[config.mk]
export PLATFORM = sky130hd
export DESIGN_NAME = gsrm_state_mem
export DESIGN_NICKNAME = d
export VERILOG_FILES = /design/src/hw/rtl/gsrm_pkg.sv /design/src/hw/rtl/gsrm_state_mem.sv
export SDC_FILE = /design/constraint.sdc
export NUM_CORES = 1
export LEC_CHECK = 0
export BUFFER_PORTS_ARGS = -buffer_cell sky130_fd_sc_hd__clkbuf_2
export CORE_ASPECT_RATIO = 1.2
export CORE_MARGIN = 3
export CORE_UTILIZATION = 60
export CTS_BUF_LIST = sky130_fd_sc_hd__clkbuf_4
export DETAILED_ROUTE_END_ITERATION = 6
export MAX_ROUTING_LAYER = met4
export PLACE_DENSITY_LB_ADDON = 0.05
export SLEW_MARGIN = 10
export SYNTH_ARGS = -nofsm -noshare
export SYNTH_HDL_FRONTEND = slang
export SYNTH_SLANG_ARGS = --single-unit
[constraint.sdc]
create_clock -name clock -period 5.7 [get_ports clock]
set_input_delay 1.14 -clock clock [delete_from_list [all_inputs] [get_ports clock]]
set_output_delay 1.14 -clock clock [all_outputs]
set_load 0.01 [all_outputs]
[src/hw/rtl/gsrm_pkg.sv]
// ----------------------------------------------------------------------------
// gsrm_pkg
// Types, constants and coefficient tables of the gas sensor response model.
// ----------------------------------------------------------------------------
package gsrm_pkg;

   localparam int SENSOR_SLOTS = 4;
   localparam int SLOT_W       = (SENSOR_SLOTS > 1) ? $clog2(SENSOR_SLOTS) : 1;

   localparam int CONC_W   = 22;
   localparam int KIND_W   = 2;
   localparam int SLOTIN_W = 2;
   localparam int TYPE_W   = 2;
   localparam int RATIO_W  = 21;
   localparam int ALPHA_W  = 16;
   localparam int CSR_W    = 16;
   localparam int CSR_IDX_W = 1;
   localparam int EXP_STEPS = 20;
   localparam int K_W       = 5;

   localparam logic [RATIO_W-1:0] RATIO_MAX      = 21'h1F_FFFF;
   localparam logic [RATIO_W-1:0] HYDROGEN_FIXED = 21'd6554;

   localparam logic [KIND_W-1:0] GAS_HYDROGEN = 2'd2;
   localparam logic [TYPE_W-1:0] MODEL_ONE    = 2'd1;

   typedef enum logic [CSR_IDX_W-1:0] {
      CSR_ALPHA_RISE = 1'b0,
      CSR_ALPHA_FALL = 1'b1
   } csr_index_type;

   typedef enum logic [3:0] {
      ST_IDLE, ST_MAG, ST_ULD, ST_EXP, ST_AMP1, ST_AMP2, ST_RAW, ST_FA, ST_FB, ST_FIN
   } state_type;

   typedef struct packed {
      logic [20:0] amp1;
      logic [31:0] dec1;
      logic [20:0] amp2;
      logic [31:0] dec2;
   } coef_type;

   typedef struct packed {
      logic [RATIO_W-1:0] filt;
      logic [RATIO_W-1:0] prev;
      logic               rise;
   } slot_state_type;

   typedef struct packed {
      logic              rd_en;
      logic [SLOT_W-1:0] rd_slot;
      logic              wr_en;
      logic [SLOT_W-1:0] wr_slot;
      slot_state_type    wr_data;
   } mem_req_type;

   typedef struct packed {
      logic           seen;
      slot_state_type st;
   } mem_rsp_type;

   // amplitudes in Q16, decay magnitudes in Q0.32
   function automatic coef_type coef_lookup(input logic [TYPE_W-1:0] stype,
                                            input logic [KIND_W-1:0] kind);
      coef_type c;
      c = '0;
      unique case ({stype, kind})
         4'h0: c = '{21'd394396,  32'd71382356,   21'd64435,  32'd2427086};
         4'h1: c = '{21'd1231421, 32'd45612553,   21'd402260, 32'd917405};
         4'h2: c = '{21'd254542,  32'd54546085,   21'd57311,  32'd1383838};
         4'h4: c = '{21'd30592,   32'd1395434874, 21'd21581,  32'd45140106};
         4'h5: c = '{21'd14431,   32'd481895331,  21'd54762,  32'd8297877};
         4'h8: c = '{21'd312345,  32'd7039451,    21'd229179, 32'd315594};
         4'h9: c = '{21'd215351,  32'd9496173,    21'd118358, 32'd442382};
         4'hA: c = '{21'd297206,  32'd7400229,    21'd176292, 32'd222952};
         default: c = '0;
      endcase
      return c;
   endfunction

   // exp(-2^(k-16)) in Q0.32
   function automatic logic [31:0] exp_factor(input logic [K_W-1:0] k);
      logic [31:0] f;
      f = '0;
      unique case (k)
         5'd0:  f = 32'd4294901760;
         5'd1:  f = 32'd4294836226;
         5'd2:  f = 32'd4294705160;
         5'd3:  f = 32'd4294443040;
         5'd4:  f = 32'd4293918848;
         5'd5:  f = 32'd4292870656;
         5'd6:  f = 32'd4290775039;
         5'd7:  f = 32'd4286586875;
         5'd8:  f = 32'd4278222805;
         5'd9:  f = 32'd4261543595;
         5'd10: f = 32'd4228380000;
         5'd11: f = 32'd4162825043;
         5'd12: f = 32'd4034748382;
         5'd13: f = 32'd3790295335;
         5'd14: f = 32'd3344923893;
         5'd15: f = 32'd2605029348;
         5'd16: f = 32'd1580030169;
         5'd17: f = 32'd581260615;
         5'd18: f = 32'd78665070;
         5'd19: f = 32'd1440801;
         default: f = '0;
      endcase
      return f;
   endfunction

   function automatic logic [RATIO_W-1:0] baseline(input logic [TYPE_W-1:0] stype);
      logic [RATIO_W-1:0] b;
      b = '0;
      unique case (stype)
         2'd0: b = 21'd1376256;
         2'd1: b = 21'd65536;
         2'd2: b = 21'd570163;
         default: b = '0;
      endcase
      return b;
   endfunction

   // slot number folded into the slot range
   function automatic logic [SLOT_W-1:0] slot_index(input logic [SLOTIN_W-1:0] s);
      logic [SLOTIN_W:0] v;
      v = {1'b0, s};
      for (int i = 0; i < 3; i++) begin
         if (int'(v) >= SENSOR_SLOTS) begin
            v = v - (SLOTIN_W+1)'(SENSOR_SLOTS);
         end
      end
      return SLOT_W'(v);
   endfunction

endpackage

[src/hw/rtl/gsrm_state_mem.sv]
// ----------------------------------------------------------------------------
// gsrm_state_mem
// Per-slot filter state: synchronous memory plus seen flags.
// ----------------------------------------------------------------------------
module gsrm_state_mem (
   input  logic                 clock,
   input  logic                 reset,
   input  gsrm_pkg::mem_req_type mem_req,
   output gsrm_pkg::mem_rsp_type mem_rsp
);

   gsrm_pkg::slot_state_type mem [gsrm_pkg::SENSOR_SLOTS];
   gsrm_pkg::slot_state_type rd_data_ff;
   logic [gsrm_pkg::SENSOR_SLOTS-1:0] seen_ff, seen_in;
   logic rd_seen_ff, rd_seen_in;

   always_comb begin
      seen_in    = seen_ff;
      rd_seen_in = rd_seen_ff;
      if (mem_req.wr_en) begin
         seen_in[mem_req.wr_slot] = 1'b1;
      end
      if (mem_req.rd_en) begin
         rd_seen_in = seen_ff[mem_req.rd_slot];
      end
   end

   always_ff @(posedge clock) begin
      if (reset) begin
         seen_ff    <= '0;
         rd_seen_ff <= 1'b0;
      end else begin
         seen_ff    <= seen_in;
         rd_seen_ff <= rd_seen_in;
      end
   end

   always_ff @(posedge clock) begin
      if (mem_req.wr_en) begin
         mem[mem_req.wr_slot] <= mem_req.wr_data;
      end
      if (mem_req.rd_en) begin
         rd_data_ff <= mem[mem_req.rd_slot];
      end
   end

   // unseen slot reads as its reset state
   always_comb begin
      mem_rsp.seen = rd_seen_ff;
      if (rd_seen_ff) begin
         mem_rsp.st = rd_data_ff;
      end else begin
         mem_rsp.st = '{filt: '0, prev: '0, rise: 1'b1};
      end
   end

endmodule

Word level (Yosys, flattened, before mapping)
Memory sizes are Yosys's and may differ from the RTL's. A register that Yosys moved wholly into a read port is not among the register bits. Index checks and enable logic that the tools add are counted.

Bits in latches: 0. Memories: 1. Word-level logic and storage cells: 15. Register bits after elaboration: 5. Memory bits (read-only): 0. Output and inout port bits: 44. Bits in writable memories: 172.

Memories: mem (words 4, width 43, read ports 1, clocked after memory_dff 1, write ports 1, line gsrm_state_mem.sv:12) `gsrm_pkg::slot_state_type mem [gsrm_pkg::SENSOR_SLOTS];`.

$lt $le $gt $ge: 3. Shifts and indexed selects: 0. Bitwise logic cells: 1. Multipliers: 0. Reductions and logical operators: 1. $add $sub $neg: 0. Equality and inequality tests: 0. Muxes and demuxes: 7. Div/mod/pow operators: 0.

Operator list (count): two-way mux 43 bit (1); less-than comparator 2 x 3 -> 1 bit, second input constant (2); two-way mux 1 bit (4); OR 4 bit (1); binary-select mux 1 bit (select 2 bit) (1); demux 1 bit (select 2 bit) (1); greater-or-equal comparator 2 x 1 -> 1 bit, second input constant (1); logical AND 1 bit (1).

Logic depth before layout (Yosys ltp)
Gate-level depths: netlist of run 1.

Word-level depth: 5. Gate-level depth with buffers: 4. Depth with buffers taken out: 2.

Worst setup path after synthesis of run 1
OpenSTA, ideal clock, no wires.

Kind: input -> register. From: in mem_req[43] in the netlist's numbering. To: mem mem[0][0] in the netlist's numbering, enable pin. Arrival time: 4.387 ns. Library setup time: 0.509 ns. Data required time: 5.191 ns. Setup slack: 0.804 ns. Stages: 1. Path through: nor3b_1.

RTL lines: from (decl) (line gsrm_state_mem.sv:8) `input gsrm_pkg::mem_req_type mem_req,`; to (decl) (line gsrm_state_mem.sv:12).

No word-level cell before the write port.

==> out/summary.json, run 1 <==
{
  "critPathLaunchType": {"value": "flop"},
  "wl": {"value": 13100, "unit": "µm"},
  "die_outline_area": {"value": 14900, "unit": "µm²"},
  "worst_relative_slew_slack": {"value": 25.6, "unit": "%"},
  "tritoncts": {"value": "done"},
  "drv.max_cap_violation_count": {"value": 0},
  "cts-htree-levels": {"value": 2},
  "syn_area": {"value": 8080, "unit": "µm²"},
  "dr.first_iter.drc_count": {"value": 204},
  "design.core.area": {"value": 12900, "unit": "µm²"},
  "placedCellCount": {"value": 587},
  "track_usage": {"value": 18.9, "unit": "%"},
  "avgRoutedWirePerCell": {"value": 19.1, "unit": "µm"},
  "die_x": {"value": 112, "unit": "µm"},
  "ys_warn_count": {"value": 0},
  "clkSinkCount": {"value": 220},
  "relative_area_change_from_synthesis_to_final_layout": {"value": 15.5, "unit": "%"},
  "routed-via-count": {"value": 3730},
  "postSynthAreaPerCell": {"value": 23.9, "unit": "µm²"},
  "synth.net_count": {"value": 389},
  "final_design_area_excluding_fillers": {"value": 9330, "unit": "µm²"},
  "setup-violations-final": {"value": 0},
  "yosys_cell_types": {"value": 24},
  "worst_ep_arrival_time": {"value": 1.99, "unit": "ns"},
  "die_height": {"value": 133, "unit": "µm"},
  "post_layout_nonfiller_instances": {"value": 686},
  "rsz0062_at_grt": {"value": "no"},
  "cts.clk_slew.worst_paths": {"value": 0.06, "unit": "ns"},
  "reg2reg_slack": {"value": 4.03, "unit": "ns"},
  "drt-pass1-iter-count": {"value": 4},
  "path_class": {"value": "reg -> out"},
  "number_of_antenna_violations_at_the_first_check_in_global_routing": {"value": 1},
  "worst_clock_skew": {"value": 0.0222, "unit": "ns"},
  "starting_density_of_the_core": {"value": 62.6, "unit": "%"},
  "p_leak": {"value": 3.35, "unit": "nW"},
  "nNetsFinal": {"value": 528},
  "finalCriticalPeriod": {"value": 3.13, "unit": "ns"},
  "register_bit_count_reported_by_yosys": {"value": 220},
  "synth-seq-area-share": {"value": 81.2, "unit": "%"},
  "critical_path_peak_fanout": {"value": 30},
  "vdd_drop_max": {"value": 202, "unit": "µV"},
  "clkLatencyLatePin": {"value": 0.62, "unit": "ns"},
  "fmax": {"value": 320, "unit": "MHz"},
  "via_count_normalized_by_instance_count": {"value": 5.44},
  "tritoncts.num_buffers": {"value": 52},
  "postSynthCellCount": {"value": 338},
  "fin_hold_ws": {"value": 0.462, "unit": "ns"},
  "critical_path_capture_point_type": {"value": "primary output"},
  "post_cts.repair.setup_buffers": {"value": 0},
  "dp_hpwl": {"value": 7110, "unit": "µm"},
  "final.period_utilization": {"value": 54.9, "unit": "%"},
  "vias_in_the_first_global_route": {"value": 3999},
  "gp_routability_congestion": {"value": 0.701},
  "final_layout_size_suffix_gt1_share": {"value": 43.0, "unit": "%"},
  "route.detailed.drc": {"value": 0},
  "drv_slew": {"value": 0},
  "cts_hold_buf": {"value": 0},
  "grt_start_max_net_pins": {"value": 47},
  "std_cell_rows": {"value": 45},
  "result_of_the_run": {"value": "completed"},
  "worstMarginPinSlew": {"value": 1.11, "unit": "ns"},
  "ctsLongestPathBuffers": {"value": 3},
  "cellPowerDensity": {"value": 345, "unit": "nW/µm²"},
  "hold_viol_final": {"value": 0},
  "cts_root_buffer": {"value": "sky130_fd_sc_hd__clkbuf_4"},
  "post_dp_cell_area": {"value": 8670, "unit": "µm²"},
  "totalNegativeSetupSlack": {"value": 0, "unit": "ns"},
  "io-pin-count": {"value": 95},
  "timing.critical_path.required": {"value": 4.56, "unit": "ns"},
  "grt_first_pass_wirelength": {"value": 20800, "unit": "µm"},
  "grt_remaining_overflow": {"value": 0},
  "io_buffers": {"value": 94},
  "hold_class": {"value": "reg -> reg"},
  "cts_repair_resize_count": {"value": 0},
  "antenna_violating_nets_post_route": {"value": 0}
}
## routing by layer
metal  global-route usage [%]  routed length (µm)
met1                     23.3                5230
met2                     30.1                6870
met3                     5.13                 826
met4                     7.37                 201
met5                        -                   0
## kinds of logic (layout without fill, tap and decap cells)
| kind of cell | after synthesis | after routing | synth area share [%] |
|---|---|---|---|
| and+or+nand+nor | 51 | 51 | 4.06 |
| other | 0 | 1 | 0 |
| AOI/OAI and AO/OA | 5 | 5 | 0.496 |
| DFF | 220 | 220 | 81.2 |
| muxes | 45 | 45 | 12.5 |
| buffers and inverters | 17 | 200 | 1.81 |
## critical path, cell delays in order, from the launching register on
cell and delay (ns):
sky130_fd_sc_hd__dfxtp_1 0.60, sky130_fd_sc_hd__buf_4 0.41, sky130_fd_sc_hd__and2_1 0.22, sky130_fd_sc_hd__clkbuf_2 0.14
## flip-flops by register name (all words and copies together) (netlist names)
| name | flops |
|---|---|
| seen_ff | 4 |
| rd_data_ff | 43 |
| mem | 172 |
| rd_seen_ff | 1 |
## stage by stage
step | worst slack [ns] | util (%) | power, W
after floorplan | 0.804 | - | 0.00202
after global placement | 2.87 | 67.2 | 0.00207
after detailed placement | 2.85 | 67.2 | 0.00208
after CTS | 2.45 | 72.3 | 0.00327
after global routing | 2.39 | 72.4 | 0.00337
final | 2.57 | 72.4 | 0.00322
## area by class of cell
cell class / instances / area [µm²]
diodes: 1 / 2.50
clock buffers: 77 / 578
clock inverters: 21 / 78.8
fillers: 792 / 3560
inverters: 2 / 7.51
multi-input cells: 101 / 1380
flip-flops and latches: 220 / 6560
well taps: 164 / 205
repair buffers: 100 / 518
## synthesized netlist by cell type (all sizes together)
| library cell | instances | area, µm² |
|---|---|---|
| and3 | 1 | 6.26 |
| buf | 11 | 124 |
| mux2i | 2 | 20.0 |
| edfxtp | 215 | 6460 |
| nand3b | 2 | 15.0 |
| mux4 | 43 | 987 |
| a31oi | 1 | 6.26 |
| a21oi | 1 | 5.00 |
| and2 | 42 | 263 |
| and3b | 1 | 8.76 |
| clkbuf | 4 | 15.0 |
| dfxtp | 5 | 100 |
| nor2 | 1 | 3.75 |
| nand2b | 1 | 6.26 |
| or3b | 2 | 17.5 |
| nor3b | 1 | 7.51 |
| o21ba | 2 | 20.0 |
| inv | 2 | 7.51 |
| o221ai | 1 | 8.76 |
## path summary, 6_finish.rpt
kind                                start                       to  cells past startpoint
setup / recovery  rd_seen_ff$_SDFFE_PP0P_              mem_rsp[12]                      3
hold / removal    seen_ff[1]$_SDFFE_PP0P_  seen_ff[1]$_SDFFE_PP0P_                      2
setup reg to reg  rd_seen_ff$_SDFFE_PP0P_  rd_seen_ff$_SDFFE_PP0P_                      3
hold reg to reg   seen_ff[1]$_SDFFE_PP0P_  seen_ff[1]$_SDFFE_PP0P_                      2
## layout by cell type, fill, tap and decap left out
cell	synthesis	layout
sky130_fd_sc_hd__edfxtp_1	215	215
sky130_fd_sc_hd__clkbuf_4	0	77
sky130_fd_sc_hd__mux4_1	5	5
sky130_fd_sc_hd__and2_1	42	42
sky130_fd_sc_hd__buf_4	1	7
sky130_fd_sc_hd__nand2b_1	1	1
sky130_fd_sc_hd__a31oi_1	1	1
sky130_fd_sc_hd__nor3b_2	0	1
sky130_fd_sc_hd__nor2_1	1	1
sky130_fd_sc_hd__nand3b_1	2	2
sky130_fd_sc_hd__o221ai_1	1	1
sky130_fd_sc_hd__inv_1	2	1
sky130_fd_sc_hd__and3b_2	0	1
sky130_fd_sc_hd__or3b_1	1	1
sky130_fd_sc_hd__dfxtp_1	5	5
sky130_fd_sc_hd__clkbuf_2	0	93
sky130_fd_sc_hd__inv_2	0	3
sky130_fd_sc_hd__and3_2	0	1
sky130_fd_sc_hd__mux2i_1	2	2
sky130_fd_sc_hd__diode_2	0	1
sky130_fd_sc_hd__clkinv_1	0	19
sky130_fd_sc_hd__or3b_2	1	1
sky130_fd_sc_hd__a21oi_1	1	1
sky130_fd_sc_hd__mux4_2	38	38
sky130_fd_sc_hd__o21ba_2	2	2
## report_power, final
group,internal [W],switching (W)
combinational,0.0000688,0.0000792
sequential,0.00187,0.0000196
clock,0.000621,0.000559
total,0.00256,0.000658
No activity file was read; power rests on OpenSTA's default activity.
==> inputs of run 2 (changes only) <==
Settings changed: ABC_AREA set to 1.
Clock period 5.7 ns to 3.2 ns, I/O delays scaled along.
==> run 2 against run 1 <==
Against the previous run: sequential power is 79% higher; final area is 1.5% higher; worst setup slack worse by 2.0 ns; flip-flop and latch count stayed put.
==> out/summary.json, run 2 <==
{
  "result_of_the_run": {"value": "completed"},
  "grt_start_max_net_pins": {"value": 89, "change": "+89%"},
  "final.period_utilization": {"value": 80.9, "unit": "%"},
  "std_cell_rows": {"value": 46, "change": "+2.2%"},
  "cts.clk_slew.worst_paths": {"value": 0.07, "unit": "ns", "change": "about the same"},
  "antenna_violating_nets_post_route": {"value": 0, "change": "unchanged"},
  "crit_slowest_cell": {"value": "sky130_fd_sc_hd__dfxtp_2"},
  "final_util": {"value": 70.9, "unit": "%", "change": "-1.4 points"},
  "drv.max_cap_violation_count": {"value": 0, "change": "unchanged"},
  "cellPowerDensity": {"value": 616, "unit": "nW/µm²", "change": "+78%"},
  "rsz0062_at_grt": {"value": "no"},
  "die_outline_area": {"value": 15200, "unit": "µm²", "change": "+2.0%"},
  "number_of_cells_on_the_worst_reg_to_reg_path": {"value": 2, "change": "-1"},
  "vdd_drop_max": {"value": 371, "unit": "µV", "change": "+84%"},
  "starting_density_of_the_core": {"value": 61.8, "unit": "%", "change": "-0.90 points"},
  "route.detailed.drc": {"value": 0, "change": "unchanged"},
  "biggestRegsByFlops": {"value": "mem (172), rd_data_ff (43), seen_ff (4)"},
  "synth_flop_cell": {"value": "sky130_fd_sc_hd__edfxtp_1"},
  "mostFrequentLayoutCells": {"value": "sky130_fd_sc_hd__edfxtp_1 (215), sky130_fd_sc_hd__clkbuf_2 (93), sky130_fd_sc_hd__nor2_1 (90), sky130_fd_sc_hd__o21ai_0 (83), sky130_fd_sc_hd__clkbuf_4 (77)"},
  "die_x": {"value": 113, "unit": "µm", "change": "+0.98%"},
  "track_usage": {"value": 22.5, "unit": "%", "change": "+3.7 points"},
  "area_share_of_the_largest_cell_type_after_synthesis": {"value": 78.3, "unit": "%", "change": "-1.6 points"},
  "io-pin-count": {"value": 95, "change": "unchanged"},
  "grt_remaining_overflow": {"value": 0, "change": "unchanged"},
  "yosys_cell_types": {"value": 19, "change": "-21%"},
  "postSynthAreaPerCell": {"value": 14.1, "unit": "µm²", "change": "-41%"},
  "path_class": {"value": "reg -> out"},
  "number_of_antenna_violations_at_the_first_check_in_global_routing": {"value": 1, "change": "unchanged"},
  "final_layout_size_suffix_gt1_share": {"value": 26.4, "unit": "%", "change": "-17 points"},
  "cts-htree-levels": {"value": 2, "change": "unchanged"},
  "postSynthCellCount": {"value": 583, "change": "+72%"},
  "critPathLaunchType": {"value": "flop"},
  "post_synth_most_frequent_cells": {"value": "sky130_fd_sc_hd__edfxtp_1 (215), sky130_fd_sc_hd__nor2_1 (90), sky130_fd_sc_hd__o21ai_0 (83)"},
  "routedLengthMet1": {"value": 6700, "unit": "µm", "change": "+28%"},
  "io_buffers": {"value": 94, "change": "unchanged"},
  "clkSinkCount": {"value": 220, "change": "unchanged"},
  "tritoncts": {"value": "done"},
  "p_leak": {"value": 3.76, "unit": "nW", "change": "+12%"},
  "crit_path_cell_trace": {"value": "buf_4 -> nand2_1 -> inv_1 -> clkbuf_2"},
  "nNetsFinal": {"value": 761, "change": "+44%"},
  "worst_ep_arrival_time": {"value": 1.95, "unit": "ns", "change": "-0.04 ns"},
  "totalNegativeSetupSlack": {"value": 0, "unit": "ns", "change": "unchanged"},
  "relative_area_change_from_synthesis_to_final_layout": {"value": 14.9, "unit": "%"},
  "avgRoutedWirePerCell": {"value": 17.9, "unit": "µm", "change": "-6.6%"},
  "design.core.area": {"value": 13400, "unit": "µm²", "change": "+3.6%"},
  "dp_hpwl": {"value": 9030, "unit": "µm", "change": "+27%"},
  "placedCellCount": {"value": 825, "change": "+41%"},
  "final_design_area_excluding_fillers": {"value": 9470, "unit": "µm²", "change": "+1.5%"},
  "critical_path_peak_fanout": {"value": 28, "change": "-6.7%"},
  "routed-via-count": {"value": 5038, "change": "+35%"},
  "synth-edff-count": {"value": 215, "change": "unchanged"},
  "reg2reg_slack": {"value": 2.04, "unit": "ns", "change": "-1.99 ns"},
  "post_layout_nonfiller_instances": {"value": 920, "change": "+34%"},
  "setup-violations-final": {"value": 0, "change": "unchanged"},
  "worst_clock_skew": {"value": 0.0224, "unit": "ns", "change": "+0.000262 ns"},
  "largest_reg_flops": {"value": 172, "change": "unchanged"},
  "pre_cts_ws": {"value": 0.989, "unit": "ns", "change": "-1.86 ns"},
  "critical_path_capture_point_type": {"value": "primary output"},
  "cts_root_buffer": {"value": "sky130_fd_sc_hd__clkbuf_4"},
  "cts_hold_buf": {"value": 0, "change": "unchanged"},
  "worstMarginPinSlew": {"value": 0.868, "unit": "ns", "change": "-0.246 ns"},
  "dr.first_iter.drc_count": {"value": 286, "change": "+40%"},
  "maxUsedRoutingLayer": {"value": "met4"},
  "grt_first_pass_wirelength": {"value": 25700, "unit": "µm", "change": "+24%"},
  "finalCriticalPeriod": {"value": 2.59, "unit": "ns"},
  "hold_path.startpoint": {"value": "mem_req[3]"},
  "timing.critical_path.required": {"value": 2.56, "unit": "ns", "change": "-2.00 ns"},
  "wl_met2": {"value": 8640, "unit": "µm", "change": "+26%"},
  "endpoint_worst_hold": {"value": "mem[1][3]$_DFFE_PP_"},
  "fmax": {"value": 386, "unit": "MHz"},
  "worst_relative_slew_slack": {"value": 42.1, "unit": "%", "change": "+17 points"},
  "synth-seq-area-share": {"value": 79.5, "unit": "%", "change": "-1.7 points"},
  "worst_hold_path.num_cells": {"value": 1, "change": "-1"},
  "max_flop_register": {"value": "mem"},
  "cts_repair_resize_count": {"value": 0, "change": "unchanged"},
  "synth.net_count": {"value": 634, "change": "+63%"},
  "layout_commonest_cell": {"value": "sky130_fd_sc_hd__edfxtp_1"},
  "tritoncts.num_buffers": {"value": 51, "change": "-1.9%"},
  "ctsLongestPathBuffers": {"value": 3, "change": "unchanged"},
  "post_cts.repair.setup_buffers": {"value": 0, "change": "unchanged"},
  "wl": {"value": 16400, "unit": "µm", "change": "+25%"},
  "worstReg2RegEnd": {"value": "rd_seen_ff$_SDFFE_PP0P_"},
  "asyncSetResetFlopFracSynth": {"value": 0, "unit": "%", "change": "unchanged"},
  "clkLatencyLatePin": {"value": 0.60, "unit": "ns", "change": "-0.02 ns"},
  "most_numerous_cell_in_the_yosys_netlist": {"value": "sky130_fd_sc_hd__edfxtp_1"},
  "drv_slew": {"value": 0, "change": "unchanged"},
  "hold_viol_final": {"value": 0, "change": "unchanged"},
  "vias_in_the_first_global_route": {"value": 5182, "change": "+30%"},
  "via_count_normalized_by_instance_count": {"value": 5.48, "change": "+0.71%"},
  "detailroute.wirelength.met3": {"value": 832, "unit": "µm", "change": "+0.73%"},
  "die_height": {"value": 134, "unit": "µm", "change": "+0.98%"},
  "drt-pass1-iter-count": {"value": 4, "change": "unchanged"},
  "cpPeakStageDelay": {"value": 0.77, "unit": "ns", "change": "+0.17 ns"},
  "ys_warn_count": {"value": 0, "change": "unchanged"},
  "gp_routability_congestion": {"value": 0.724, "change": "+3.3%"},
  "netlist_top_cells_area": {"value": "sky130_fd_sc_hd__edfxtp_1 (78%), sky130_fd_sc_hd__o21ai_0 (5.0%), sky130_fd_sc_hd__nor2_1 (4.1%)"},
  "synthDominantAreaCellType": {"value": "sky130_fd_sc_hd__edfxtp_1"},
  "register_bit_count_reported_by_yosys": {"value": 220, "change": "unchanged"},
  "post_dp_cell_area": {"value": 8820, "unit": "µm²", "change": "+1.8%"},
  "timing.final.ws_setup": {"value": 0.611, "unit": "ns", "change": "-1.96 ns"},
  "hold_class": {"value": "in -> reg"},
  "r2r-start": {"value": "rd_seen_ff$_SDFFE_PP0P_"},
  "syn_area": {"value": 8250, "unit": "µm²", "change": "+2.1%"}
}
## run 2: cell count changes after synthesis, moves of 6 or more
| cell | change |
|---|---|
| sky130_fd_sc_hd__mux4_2 | -38 |
| sky130_fd_sc_hd__and2_1 | -42 |
| sky130_fd_sc_hd__buf_2 | +16 |
| sky130_fd_sc_hd__nand2_1 | +48 |
| sky130_fd_sc_hd__nor2_1 | +89 |
| sky130_fd_sc_hd__nand3_1 | +6 |
| sky130_fd_sc_hd__inv_1 | +48 |
| sky130_fd_sc_hd__o22ai_1 | +42 |
| sky130_fd_sc_hd__o21ai_0 | +83 |
## run 2: kinds of logic (layout without fill, tap and decap cells)
kind of cell,after synthesis,count (layout),synth area share [%]
AO/OA/AOI/OAI,133,133,8.86
buffers and inverters,86,254,4.98
flip-flops,220,220,79.5
other,0,1,0
AND/OR/NAND/NOR,144,144,6.65
## run 2: layer usage
layer / GRT usage [%] / vias up
met1: 27.0 / 2480
li1: - / 2386
met3: 4.02 / 26
met2: 38.9 / 146
met4: 7.68 / 0
met5: - / -
## run 2: worst max path at each step
stage | startpoint | end | slack (ns) | cells past startpoint
2_1_floorplan | mem_req[44] | mem[0][0]$_DFFE_PP_ | 1.18 | 3
3_3_place_gp | mem_req[46] | rd_data_ff[25]$_DFFE_PP_ | 1.08 | 4
3_5_place_dp | mem_req[46] | rd_data_ff[39]$_DFFE_PP_ | 0.99 | 4
4_1_cts | rd_seen_ff$_SDFFE_PP0P_ | mem_rsp[42] | 0.53 | 4
5_1_grt | rd_seen_ff$_SDFFE_PP0P_ | mem_rsp[42] | 0.44 | 4
6_report | rd_seen_ff$_SDFFE_PP0P_ | mem_rsp[42] | 0.61 | 4
## run 2: cell type report
cell class,instances,area [µm²]
Fill cell,945,3880
Clock buffer,77,578
Tap cell,168,210
Sequential cell,220,6560
Antenna cell,1,2.50
Timing Repair Buffer,108,576
Inverter,52,203
Multi-Input combinational cell,277,1280
Clock inverter,17,66.3
## run 2: worst max-delay path, delay by kind of cell (launching register included)
kind | cells | cell delay, ns
flip-flops | 1 | 0.77
buffers and inverters | 3 | 0.49
AND/OR/NAND/NOR | 1 | 0.08
## run 2: power by group
| part | switching (W) | internal [W] | total, W | leakage, nW |
|---|---|---|---|---|
| combinational | 0.000231 | 0.000109 | 0.000340 | 1.32 |
| clock | 0.00101 | 0.00110 | 0.00212 | 0.394 |
| sequential | 0.0000455 | 0.00334 | 0.00338 | 2.04 |
## run 2: per-stage QoR
stage | hold slack (ns) | power, W
2_1_floorplan | 0.440 | 0.00363
3_3_place_gp | 0.446 | 0.00377
3_5_place_dp | 0.456 | 0.00379
4_1_cts | 0.211 | 0.00590
5_1_grt | 0.206 | 0.00610
6_report | 0.254 | 0.00584
